### config.mk
export PLATFORM = sky130hd
export DESIGN_NAME = psu_front_panel_controller
export DESIGN_NICKNAME = d
export VERILOG_FILES = /design/src/rtl/fpc_pkg.sv /design/src/rtl/fpc_core.sv /design/src/rtl/fpc_dac.sv /design/src/rtl/psu_front_panel_controller.sv
export SDC_FILE = /design/constraint.sdc
export NUM_CORES = 1
export LEC_CHECK = 0
export BUFFER_PORTS_ARGS = -buffer_cell sky130_fd_sc_hd__buf_2
export CAP_MARGIN = 20
export CORE_MARGIN = 2
export CORE_UTILIZATION = 57
export CTS_CLUSTER_SIZE = 16
export DETAILED_ROUTE_END_ITERATION = 10
export PLACE_DENSITY = 0.76
export SLEW_MARGIN = 20
export SYNTH_ARGS = -nofsm -noshare
export SYNTH_HDL_FRONTEND = slang
export SYNTH_HIERARCHICAL = 1
export SYNTH_SLANG_ARGS = --single-unit
### constraint.sdc
create_clock -name clk -period 7.85 [get_ports clk]
set_input_delay 1.57 -clock clk [delete_from_list [all_inputs] [get_ports clk]]
set_output_delay 1.57 -clock clk [all_outputs]
set_load 0.05 [all_outputs]
### src/rtl/fpc_pkg.sv
// shared types and constants for the front panel controller
// no dependencies; used by fpc_core, fpc_dac and the top level
package fpc_pkg;

  // configuration register indexes
  localparam logic [2:0] CFG_LONG_PRESS   = 3'd0;
  localparam logic [2:0] CFG_HOLD_TICKS   = 3'd1;
  localparam logic [2:0] CFG_SAVE_DELAY   = 3'd2;
  localparam logic [2:0] CFG_TEMP_TRIP    = 3'd3;
  localparam logic [2:0] CFG_TEMP_RECOVER = 3'd4;
  localparam logic [2:0] CFG_VOLT_MAX     = 3'd5;
  localparam logic [2:0] CFG_AMP_MAX      = 3'd6;

  // register reset values
  localparam logic [7:0]  RST_LONG_PRESS   = 8'd20;
  localparam logic [7:0]  RST_HOLD_TICKS   = 8'd20;
  localparam logic [7:0]  RST_SAVE_DELAY   = 8'd100;
  localparam logic [11:0] RST_TEMP_TRIP    = 12'd2089;
  localparam logic [11:0] RST_TEMP_RECOVER = 12'd1720;
  localparam logic [15:0] RST_VOLT_MAX     = 16'd24000;
  localparam logic [15:0] RST_AMP_MAX      = 16'd2000;

  // setpoint reset values
  localparam logic [15:0] RST_VOLT_SET = 16'd3300;
  localparam logic [15:0] RST_AMP_SET  = 16'd100;

  // display source codes
  localparam logic [2:0] DISP_BLANK    = 3'd0;
  localparam logic [2:0] DISP_TEMP     = 3'd1;
  localparam logic [2:0] DISP_VOLT_SET = 3'd2;
  localparam logic [2:0] DISP_VOLT_MEAS = 3'd3;
  localparam logic [2:0] DISP_AMP_SET  = 3'd4;
  localparam logic [2:0] DISP_AMP_MEAS = 3'd5;

  // dac scaling
  localparam logic [13:0] VOLT_DAC_GAIN = 14'd10600;
  localparam logic [14:0] AMP_DAC_GAIN  = 15'd16500;
  localparam logic [11:0] DAC_MAX       = 12'd4095;

  // bit of the flash counter that drives the led
  localparam int FLASH_BIT = 3;

  typedef struct packed {
    logic               knob_button;
    logic               select_button;
    logic signed [15:0] encoder_steps;
    logic [11:0]        temp_raw;
  } in_item_t;

  typedef struct packed {
    logic        output_on;
    logic [11:0] voltage_dac;
    logic [11:0] current_dac;
    logic [2:0]  display_source;
    logic        status_led;
    logic        in_standby;
    logic        amp_edit;
    logic        over_temperature;
    logic        save_now;
    logic [15:0] voltage_setpoint_mv;
    logic [15:0] current_setpoint_ma;
  } out_item_t;

  typedef struct packed {
    logic [7:0]  standby_press_ticks;
    logic [7:0]  setpoint_hold_ticks;
    logic [7:0]  save_delay_ticks;
    logic [11:0] temp_trip_raw;
    logic [11:0] temp_recover_raw;
    logic [15:0] volt_limit_mv;
    logic [15:0] amp_limit_ma;
  } cfg_t;

  // per-tick result of the state update, before dac scaling
  typedef struct packed {
    logic        enabled;
    logic [2:0]  disp;
    logic        led;
    logic        standby;
    logic        mode;
    logic        hot;
    logic        save;
    logic [15:0] volt_set;
    logic [15:0] amp_set;
  } tick_t;

endpackage

### src/rtl/fpc_core.sv
// front panel state update: buttons, standby, setpoints, temperature, timers
// depends on fpc_pkg; registers the per-tick result for the dac stage
module fpc_core (
  input  logic             clk,
  input  logic             rst_n,
  input  logic             go,
  input  fpc_pkg::in_item_t item,
  input  fpc_pkg::cfg_t    cfg,
  output fpc_pkg::tick_t   res
);

  logic               standby_r, standby_nxt;
  logic               en_r, en_nxt;
  logic               hot_r, hot_nxt;
  logic               mode_r, mode_nxt;
  logic               last_knob_r, last_knob_nxt;
  logic               last_sel_r, last_sel_nxt;
  logic [7:0]         press_r, press_nxt;
  logic [7:0]         hold_r, hold_nxt;
  logic [7:0]         save_r, save_nxt;
  logic [7:0]         flash_r, flash_nxt;
  logic [15:0]        volt_r, volt_nxt;
  logic [15:0]        amp_r, amp_nxt;
  logic signed [15:0] pend_r, pend_nxt;
  fpc_pkg::tick_t     res_r, res_nxt;

  logic               knob_fall, sel_fall, entered;
  logic [7:0]         press_inc, hold_t, save_t;
  logic signed [15:0] sum;
  logic signed [23:0] d24, prod_v, prod_a;

  function automatic logic signed [15:0] sat16(logic signed [15:0] a, logic signed [15:0] b);
    logic signed [16:0] s;
    s = {a[15], a} + {b[15], b};
    if (s[16] != s[15]) begin
      sat16 = s[16] ? 16'sh8000 : 16'sh7fff;
    end else begin
      sat16 = s[15:0];
    end
  endfunction

  function automatic logic [15:0] clamp_set(logic [15:0] cur, logic signed [23:0] prod,
                                            logic [15:0] max);
    logic signed [23:0] v;
    v = $signed({8'd0, cur}) + prod;
    if (v < 24'sd0) begin
      clamp_set = 16'd0;
    end else if (v > $signed({8'd0, max})) begin
      clamp_set = max;
    end else begin
      clamp_set = v[15:0];
    end
  endfunction

  assign knob_fall = !item.knob_button && last_knob_r;
  assign sel_fall  = !item.select_button && last_sel_r;
  assign press_inc = (press_r == 8'hff) ? press_r : press_r + 8'd1;
  assign sum       = sat16(pend_r, item.encoder_steps);

  // detents times 50 mv and times 5 ma as shift-add
  assign d24    = {{8{sum[15]}}, sum};
  assign prod_v = (d24 <<< 5) + (d24 <<< 4) + (d24 <<< 1);
  assign prod_a = (d24 <<< 2) + d24;

  always_comb begin
    standby_nxt   = standby_r;
    en_nxt        = en_r;
    hot_nxt       = hot_r;
    mode_nxt      = mode_r;
    last_knob_nxt = item.knob_button;
    last_sel_nxt  = item.select_button;
    press_nxt     = press_r;
    hold_nxt      = hold_r;
    save_nxt      = save_r;
    flash_nxt     = flash_r;
    volt_nxt      = volt_r;
    amp_nxt       = amp_r;
    pend_nxt      = pend_r;
    entered       = 1'b0;
    hold_t        = hold_r;
    save_t        = save_r;
    res_nxt.disp  = fpc_pkg::DISP_BLANK;
    res_nxt.led   = 1'b0;
    res_nxt.save  = 1'b0;

    if (standby_r) begin
      // steps pile up, either button edge wakes
      pend_nxt = sum;
      if (knob_fall || sel_fall) begin
        standby_nxt = 1'b0;
        press_nxt   = 8'd0;
      end
    end else begin
      if (!item.knob_button) begin
        press_nxt = press_inc;
        if (press_inc >= cfg.standby_press_ticks) begin
          standby_nxt = 1'b1;
          press_nxt   = 8'd0;
          en_nxt      = 1'b0;
          pend_nxt    = sum;
          entered     = 1'b1;
        end
      end else begin
        if (!last_knob_r && press_r < cfg.standby_press_ticks && !hot_r) begin
          en_nxt = !en_r;
        end
        press_nxt = 8'd0;
      end

      if (!entered) begin
        if (sel_fall) begin
          mode_nxt = !mode_r;
        end
        pend_nxt = 16'sd0;
        if (sum != 16'sd0) begin
          if (!mode_nxt) begin
            volt_nxt = clamp_set(volt_r, prod_v, cfg.volt_limit_mv);
          end else begin
            amp_nxt = clamp_set(amp_r, prod_a, cfg.amp_limit_ma);
          end
          if (en_nxt) begin
            hold_t = cfg.setpoint_hold_ticks;
          end
          save_t = cfg.save_delay_ticks;
        end
        hold_nxt = (hold_t != 8'd0) ? hold_t - 8'd1 : 8'd0;

        // hysteresis on raw counts
        if (!hot_r && item.temp_raw >= cfg.temp_trip_raw) begin
          hot_nxt = 1'b1;
          en_nxt  = 1'b0;
        end else if (hot_r && item.temp_raw < cfg.temp_recover_raw) begin
          hot_nxt = 1'b0;
        end

        save_nxt = save_t;
        if (save_t != 8'd0) begin
          save_nxt     = save_t - 8'd1;
          res_nxt.save = (save_t == 8'd1);
        end

        if (hot_nxt) begin
          res_nxt.disp = fpc_pkg::DISP_TEMP;
        end else if (mode_nxt) begin
          res_nxt.disp = (!en_nxt || hold_nxt != 8'd0) ? fpc_pkg::DISP_AMP_SET
                                                       : fpc_pkg::DISP_AMP_MEAS;
        end else begin
          res_nxt.disp = (!en_nxt || hold_nxt != 8'd0) ? fpc_pkg::DISP_VOLT_SET
                                                       : fpc_pkg::DISP_VOLT_MEAS;
        end

        flash_nxt   = flash_r + 8'd1;
        res_nxt.led = en_nxt && flash_nxt[fpc_pkg::FLASH_BIT];
      end
    end

    res_nxt.enabled  = en_nxt;
    res_nxt.standby  = standby_nxt;
    res_nxt.mode     = mode_nxt;
    res_nxt.hot      = hot_nxt;
    res_nxt.volt_set = volt_nxt;
    res_nxt.amp_set  = amp_nxt;
  end

  always_ff @(posedge clk) begin
    if (!rst_n) begin
      standby_r   <= 1'b0;
      en_r        <= 1'b0;
      hot_r       <= 1'b0;
      mode_r      <= 1'b0;
      last_knob_r <= 1'b1;
      last_sel_r  <= 1'b1;
      press_r     <= 8'd0;
      hold_r      <= 8'd0;
      save_r      <= 8'd0;
      flash_r     <= 8'd0;
      volt_r      <= fpc_pkg::RST_VOLT_SET;
      amp_r       <= fpc_pkg::RST_AMP_SET;
      pend_r      <= 16'sd0;
    end else if (go) begin
      standby_r   <= standby_nxt;
      en_r        <= en_nxt;
      hot_r       <= hot_nxt;
      mode_r      <= mode_nxt;
      last_knob_r <= last_knob_nxt;
      last_sel_r  <= last_sel_nxt;
      press_r     <= press_nxt;
      hold_r      <= hold_nxt;
      save_r      <= save_nxt;
      flash_r     <= flash_nxt;
      volt_r      <= volt_nxt;
      amp_r       <= amp_nxt;
      pend_r      <= pend_nxt;
    end
  end

  always_ff @(posedge clk) begin
    if (go) begin
      res_r <= res_nxt;
    end
  end

  assign res = res_r;

endmodule

### src/rtl/fpc_dac.sv
// output stage: scales setpoints to dac codes and registers the result beat
// depends on fpc_pkg
module fpc_dac (
  input  logic              clk,
  input  logic              load,
  input  fpc_pkg::tick_t    res,
  output fpc_pkg::out_item_t out_item
);

  fpc_pkg::out_item_t out_r, out_nxt;
  logic [30:0]        volt_prod, amp_prod;

  function automatic logic [11:0] dac_sat(logic [30:0] prod);
    if (prod[30:16] > {3'd0, fpc_pkg::DAC_MAX}) begin
      dac_sat = fpc_pkg::DAC_MAX;
    end else begin
      dac_sat = prod[27:16];
    end
  endfunction

  assign volt_prod = 31'(res.volt_set) * 31'(fpc_pkg::VOLT_DAC_GAIN);
  assign amp_prod  = 31'(res.amp_set) * 31'(fpc_pkg::AMP_DAC_GAIN);

  always_comb begin
    out_nxt.output_on           = res.enabled;
    out_nxt.voltage_dac         = res.enabled ? dac_sat(volt_prod) : 12'd0;
    out_nxt.current_dac         = dac_sat(amp_prod);
    out_nxt.display_source      = res.disp;
    out_nxt.status_led          = res.led;
    out_nxt.in_standby          = res.standby;
    out_nxt.amp_edit            = res.mode;
    out_nxt.over_temperature    = res.hot;
    out_nxt.save_now            = res.save;
    out_nxt.voltage_setpoint_mv = res.volt_set;
    out_nxt.current_setpoint_ma = res.amp_set;
  end

  always_ff @(posedge clk) begin
    if (load) begin
      out_r <= out_nxt;
    end
  end

  assign out_item = out_r;

endmodule

### src/rtl/psu_front_panel_controller.sv
// top level of the bench supply front panel controller
// depends on fpc_pkg, fpc_core and fpc_dac
//
// One input beat is one 50 ms panel tick (button levels, encoder detents,
// raw temperature); every tick yields exactly one result beat with the
// output switch, both dac codes, display source, led and status flags.
// The block is a three-register pipeline: input register, state update
// register, dac register. It takes one beat per clock unless the result
// side stalls. A stall on the result side ripples back through the full
// stages to in_stall in the same cycle, so no beat is ever dropped or
// repeated. Configuration writes are always ready and should only be
// issued while no tick is in flight.
module psu_front_panel_controller (
  input  logic                clk,
  input  logic                rst_n,
  // tick input channel
  input  logic                in_valid,
  output logic                in_stall,
  input  fpc_pkg::in_item_t   in_data,
  // result channel
  output logic                out_valid,
  input  logic                out_stall,
  output fpc_pkg::out_item_t  out_data,
  // register write channel
  input  logic                cfg_valid,
  output logic                cfg_ready,
  input  logic [2:0]          cfg_index,
  input  logic [15:0]         cfg_data
);

  fpc_pkg::cfg_t    cfg_r;
  fpc_pkg::in_item_t in_r;
  fpc_pkg::tick_t   tick;
  logic             v1_r, v2_r, v3_r;
  logic             en1, en2, en3;

  // pipeline flow: a stage moves when it is empty or the next one moves
  assign en3      = !v3_r || !out_stall;
  assign en2      = !v2_r || en3;
  assign en1      = !v1_r || en2;
  assign in_stall = !en1;
  assign out_valid = v3_r;
  assign cfg_ready = 1'b1;

  always_ff @(posedge clk) begin
    if (!rst_n) begin
      v1_r <= 1'b0;
      v2_r <= 1'b0;
      v3_r <= 1'b0;
    end else begin
      if (en1) begin
        v1_r <= in_valid;
      end
      if (en2) begin
        v2_r <= v1_r;
      end
      if (en3) begin
        v3_r <= v2_r;
      end
    end
  end

  // input register
  always_ff @(posedge clk) begin
    if (in_valid && en1) begin
      in_r <= in_data;
    end
  end

  // register file, writes beyond the last index are dropped
  always_ff @(posedge clk) begin
    if (!rst_n) begin
      cfg_r.standby_press_ticks <= fpc_pkg::RST_LONG_PRESS;
      cfg_r.setpoint_hold_ticks <= fpc_pkg::RST_HOLD_TICKS;
      cfg_r.save_delay_ticks    <= fpc_pkg::RST_SAVE_DELAY;
      cfg_r.temp_trip_raw       <= fpc_pkg::RST_TEMP_TRIP;
      cfg_r.temp_recover_raw    <= fpc_pkg::RST_TEMP_RECOVER;
      cfg_r.volt_limit_mv       <= fpc_pkg::RST_VOLT_MAX;
      cfg_r.amp_limit_ma        <= fpc_pkg::RST_AMP_MAX;
    end else if (cfg_valid && cfg_ready) begin
      case (cfg_index)
        fpc_pkg::CFG_LONG_PRESS:   cfg_r.standby_press_ticks <= cfg_data[7:0];
        fpc_pkg::CFG_HOLD_TICKS:   cfg_r.setpoint_hold_ticks <= cfg_data[7:0];
        fpc_pkg::CFG_SAVE_DELAY:   cfg_r.save_delay_ticks    <= cfg_data[7:0];
        fpc_pkg::CFG_TEMP_TRIP:    cfg_r.temp_trip_raw       <= cfg_data[11:0];
        fpc_pkg::CFG_TEMP_RECOVER: cfg_r.temp_recover_raw    <= cfg_data[11:0];
        fpc_pkg::CFG_VOLT_MAX:     cfg_r.volt_limit_mv       <= cfg_data;
        fpc_pkg::CFG_AMP_MAX:      cfg_r.amp_limit_ma        <= cfg_data;
        default: begin
        end
      endcase
    end
  end

  // panel state advances once per tick as it leaves the input register
  fpc_core u_core (
    .clk   (clk),
    .rst_n (rst_n),
    .go    (v1_r && en2),
    .item  (in_r),
    .cfg   (cfg_r),
    .res   (tick)
  );

  // dac scaling and result register
  fpc_dac u_dac (
    .clk      (clk),
    .load     (v2_r && en3),
    .res      (tick),
    .out_item (out_data)
  );

endmodule
# Word-level counts from Yosys, hierarchy flattened
# Cells that the tools add are included.
# word_totals
ff_bits	305
latch_bits	0
ram_bits	0
mem_bits_ro	0
out_inout_bits	68
elab_cells	192
mem_count	0
# op_classes
n_addsub	10
mul	2
div_mod_pow	0
order_cmp	10
n_eq_ne	12
shift	0
mux	62
bitwise_logic	3
reduce_logical	45
# ops
operator	count
16-bit two-way mux	18
8-bit two-way mux	14
17-bit by 24-bit adder with 24-bit output	2
24-bit by 17-bit greater-than comparator with 1-bit output	2
24-bit by 1-bit < comparator with 1-bit output, second input constant	2
16-bit by 13-bit multiplier with 29-bit output, second input constant	1
1-bit two-way mux	28
16-bit by 11-bit multiplier with 27-bit output, second input constant	1
8-bit nonzero test	3
22-bit by 17-bit adder with 23-bit output	1
21-bit by 20-bit adder with 22-bit output	1
18-bit by 16-bit adder with 19-bit output	1
16-bit by 16-bit adder with 17-bit output	1
8-bit by 1-bit adder with 8-bit output, second input constant	2
2-bit AND reduction	8
16-bit nonzero test	1
8-bit by 1-bit subtractor with 8-bit output, second input constant	2
15-bit by 12-bit greater-than comparator with 1-bit output, second input constant	1
14-bit by 12-bit greater-than comparator with 1-bit output, second input constant	1
12-bit >= comparator	1
1-bit logical NOT	12
12-bit < comparator	1
12-bit two-way mux	1
1-bit logical AND	10
18 further kinds	29

# Logic depth before layout (Yosys ltp)
# depth
depth_word	17
ltp_mapped	39
ltp_nobuf	35

# By module
# The synthesis kept the hierarchy.
# modules_own_cells
mod	n_inst	cells_per_inst	area_per_inst_um2	seq_area_each_um2
fpc_core	1	1367	11439.7	2872.8
fpc_dac	1	748	8044.0	1951.9
psu_front_panel_controller	1	349	4251.6	2562.5

# Worst setup path after synthesis
# Ideal clock, no wire load.
# synth_timing
path_type	reg-to-reg
start	reg in_r[12] (netlist bit)
end	reg u_core.res_r, in the netlist u_core/res[16] (data pin)
setup_time_ns	0.262
arrival_time_ns	7.529
required_time_ns	7.588
slack_ns	0.058
path_stages_with_launch	37
path_buffers	4
synth_period_minus_slack_ns	7.792
cell_sequence	edfxtp_1 > ha_1 > fa_1 > a211oi_1 > o21bai_1 > nand3_1 > nand2_1 > a31oi_1 > ha_1 > clkbuf_1 > clkbuf_1 > nor2_1 > clkbuf_1 > a21oi_1 > fa_1 > fa_1 > inv_1 > ha_1 > or3_1 > nor2_1 > o21a_1 > nor2_1 > nand3_1 > nand2_1 > a21o_1 > xor2_1 > ha_1 > nand2_1 > nor3_1 > o21ai_0 > o21ai_0 > a211oi_1 > o211ai_1 > a2111o_1 > buf_6 > nor2b_1 > mux2_1
# synth_lines
element	line_no	source
from (decl)	psu_front_panel_controller.sv:32	fpc_pkg::in_item_t in_r;
from (signal assigned)	psu_front_panel_controller.sv:66	in_r <= in_data;
to (signal assigned)	fpc_core.sv:199	res_r <= res_nxt;
to (decl)	fpc_core.sv:25	fpc_pkg::tick_t res_r, res_nxt;

# Final worst setup path
# layout_timing
start	reg in_r[18] (netlist bit)
end	reg u_core.res_r, in the netlist u_core/res[9] (data pin)
# layout_between
elab_chain_len	12
# layout_lines
element	line_no	source
16-bit by 16-bit adder with 17-bit output *	fpc_core.sv:34	s = {a[15], a} + {b[15], b};
16-bit two-way mux / 1-bit inequality test (equally long branches)	fpc_core.sv:36, fpc_core.sv:35	
16-bit two-way mux *	fpc_core.sv:35	if (s[16] != s[15]) begin
18-bit by 16-bit adder with 19-bit output	fpc_core.sv:63	assign prod_a = (d24 <<< 2) + d24;
17-bit by 24-bit adder with 24-bit output	fpc_core.sv:45	v = $signed({8'd0, cur}) + prod;
24-bit by 17-bit greater-than comparator with 1-bit output	fpc_core.sv:48	end else if (v > $signed({8'd0, max})) begin
16-bit two-way mux	fpc_core.sv:48	
16-bit two-way mux	fpc_core.sv:46	if (v < 24'sd0) begin
16-bit two-way mux	fpc_core.sv:116	if (!mode_nxt) begin
16-bit two-way mux *	fpc_core.sv:115	if (sum != 16'sd0) begin
16-bit two-way mux *	fpc_core.sv:110	if (!entered) begin
16-bit two-way mux *	fpc_core.sv:86	if (standby_r) begin
net u_core.amp_nxt[9]	fpc_core.sv:23	logic [15:0] amp_r, amp_nxt;
# The timed path passes the listed nets; every way through them passes the cells marked *.
# A chain may end at the register's enable or synchronous reset.

==> impl_metrics.csv <==
group,metric,value,unit
critical_path,crit_fanout,16,
timing,slew_headroom,30.65,%
pwr,power.density,292.7,nW/µm²
die,fp.dieW,208.1,µm
routing,postRouteAntennaNets,0,
clock_network,clk_pin_slew,70,ps
yosys,synth-xor-area-share,3.173,%
timing,whs,410.3,ps
critical_path,critPathRequiredTime,8130,ps
finish,nFillCells,3328,
placed_design,port_buffers,120,
clock_network,root_buffer,"clkbuf_16",
routing,via_per_inst,5.650,
timing,post-route-min-period,7561,ps
clock_network,clkLatencyLatePin,570,ps
yosys,synthCells,2464,
placed_design,globalplace.congestion,1.055,
yosys,ys_types,97,
critical_path,critPathArrivalTime,7840,ps
yosys,async_flop_share,0,%
yosys,syn_avg_cell_area,9.633,µm²
routing,wirelength,58260,µm
yosys,synth.area.top_cells,"ha_1 17%, edfxtp_1 17%, dfxtp_1 14%",
global_routing,antenna_found_initial,7,
global_routing,grtUsageTotal,26.75,%
global_routing,grt_max_degree,92,
run_status,status,"completed",
clock_network,h-tree-depth,2,
finish,final_util,64.63,%
critical_path,path_class,"reg2reg",
yosys,synth_simple_gate_area_share,12.61,%
yosys,yosysWarnings,6,
critical_path,critical_path.slowest_cell,"fa_1",
yosys,yosysSeqAreaShare,31.12,%
yosys,synthAdderAreaFrac,27.43,%
yosys,synth_area,23740,µm²
critical_path,crit_path_max_incr_delay,500,ps
yosys,synth-compound-area-share,11.99,%
run,max_cap_viol_count,0,
pwr,p_sw,3.206,mW
finish,fin_nets,3102,
yosys,ys.flop_type,"dfxtp_1",
clock_network,clock-sinks,301,
clock_network,hold_buffers,0,
min_path,hold_path_class,"reg2reg",
critical_path,setup.worst_path.end_class,"flop",
timing,timing.final.crit_share,96.32,%
yosys,synth_enable_flop_cells,136,
critical_path,start_kind,"flop",
finish,layout_common_cells,"396 x inv_1, 327 x ha_1, 208 x nand2_1, 165 x dfxtp_1, 136 x edfxtp_1",
routing,wire_per_inst,18.41,µm
die,die_y,208.1,µm
yosys,synth-seq-cells,301,
timing,fmax,0.1323,GHz
pwr,power.internal,4.536,mW
timing,rsz0062_at_grt,"yes",
routing,drt-pass1-iter-count,6,
pwr,p_leak,12.94,nW
pwr,p_seq_share,23.6,%
yosys,synth_nets,2967,
routing,drtIter0Drc,996,
finish,drive_gt1_share,11.69,%
timing,fin_tns_setup,0,ps
die,rows,74,
timing,slew_violations,0,
global_routing,grt_pass1_wl,92830,µm
timing,setup_violations,0,
placed_design,dp_cells,3090,
finish,area_growth,11.43,%
yosys,synth.largest_area_cell,"ha_1",
pwr,switching_share,41.41,%
clock_network,cts_tree,"done",
finish,layout.cells.non_filler,3164,
clock_network,clockBufferDepth,3,
yosys,muxShareOfSynthArea,5.772,%
pwr,vdd_drop_max,0.0002135,V
yosys,synth_top_family_by_area,"adder cells",
pwr,p_clk_share,22.3,%
routing,drc,0,
timing,finalHoldViolations,0,
global_routing,grt_pass1_vias,17902,
timing,skew,31.89,ps
timing,worst_pin_slew,1036,ps
finish,final_common_cell,"inv_1",
global_routing,grt-ovfl-total,0,
routing,vias,17877,
die,start_util,58.00,%
die,io_pins,122,
die,die_area,43290,µm²
clock_network,cts_made_buffers,36,
critical_path,reg2reg_slack,290,ps
pwr,power_frac_comb,54.2,%
yosys,yosysTopAreaCellShare,17.40,%
placed_design,dp_hpwl,45610,µm
critical_path,path_common_cell,"ha_1",
die,fp.coreArea,40920,µm²
-- synth_stat cells (all sizes together), types with 7 or more instances --
cell type,instances
inv,398
ha,330
nand2,209
dfxtp,165
edfxtp,136
mux2i,129
nor2,127
fa,119
a21oi,111
o21ai,94
a21o,63
nor2b,61
xnor2,56
nand3,39
buf,36
clkbuf,32
nand2b,31
xor2,30
nor3,27
o31ai,22
nand4,19
o21bai,17
a211oi,16
o21a,15
or3,14
and3,11
a31oi,10
and2,9
o211ai,9
a21boi,7
and4,7
mux2,7
-- flip-flops by register name, indices dropped and copies added, names as in the netlist, 4 cells and up --
register / count
cfg_r: 80
u_dac/out_item: 65
u_core/res: 41
in_r: 30
u_core/amp_r: 16
u_core/pend_r: 16
u_core/volt_r: 16
u_core/hold_r: 8
u_core/press_r: 8
u_core/save_r: 8
u_core/flash_r: 4
-- worst paths after layout --
path,cells after the start,endpoint,startpoint
worst max register to register,30,u_core/res[9],in_r[18]
worst min register to register,0,u_dac/out_item[37],u_core/res[37]
worst max-delay path,30,u_core/res[9],in_r[18]
worst min-delay path,0,u_dac/out_item[37],u_core/res[37]
-- layout make-up --
cell class,count,area [µm²],share of cell area (%)
timing repair buffer,165,948.4,3.586
inverter,399,1498,5.663
sequential,301,7387,27.93
antenna,5,12.51,0.04731
clock inverter,17,176.4,0.6670
clock buffer,49,1055,3.988
multi-input combinational,1696,14710,55.60
tap,532,665.6,2.517
-- layer usage --
layer	GRT usage (%)	vias to the layer above	share of wire, %
met3	3.306	128	5.3
met2	47.11	491	49
met4	9.905	0	3.8
met1	33.65	8578	42
met5	0	-	0
li1	-	8680	-
-- power groups by stage --
stage	clock network, mW	registers (mW)	logic [mW]
floorplan	0	1.90	3.07
global placement	0	1.85	3.93
detailed placement	0	1.86	4.03
CTS	1.75	1.82	4.07
global route	1.81	1.83	4.72
finish	1.72	1.82	4.20
-- cells by family (layout without fill, tap and decap cells) --
group	Yosys count	after routing
and+or+nand+nor	600	600
buffers and inverters	467	630
adders and majority gates	449	449
AOI/OAI and AO/OA	424	424
DFF	301	301
muxes	136	136
xor gates and xnor gates	86	86
other	1	6
-- what timing repair did --
item / 4_1_cts / 5_1_grt
setup endpoints to repair: 10 / 64
pin swaps: 0 / 12
hold endpoints to repair: 0 / 0
resized for setup: 2 / 40
setup buffers: 0 / 3
-- metrics by stage --
| stage | total power [mW] | instance area (µm²) | worst slack, ps |
|---|---|---|---|
| after global routing | 8.364 | 26440 | -75.13 |
| after detailed placement | 5.885 | 24970 | -16.49 |
| after global placement | 5.789 | 24970 | 174.8 |
| after floorplan | 4.979 | 23740 | 58.41 |
| final | 7.743 | 26450 | 288.7 |
| after CTS | 7.647 | 26210 | 42.44 |
-- critical path, delay by kind of cell, from the launching register on --
family	cells	cell delay [ps]
muxes	1	270
DFF	1	370
AOI/OAI and AO/OA	12	2220
adders and majority gates	5	1690
buffers and inverters	4	540
and+or+nand+nor	7	1990
xor gates and xnor gates	1	190
Power figures use the tool's default switching activity.
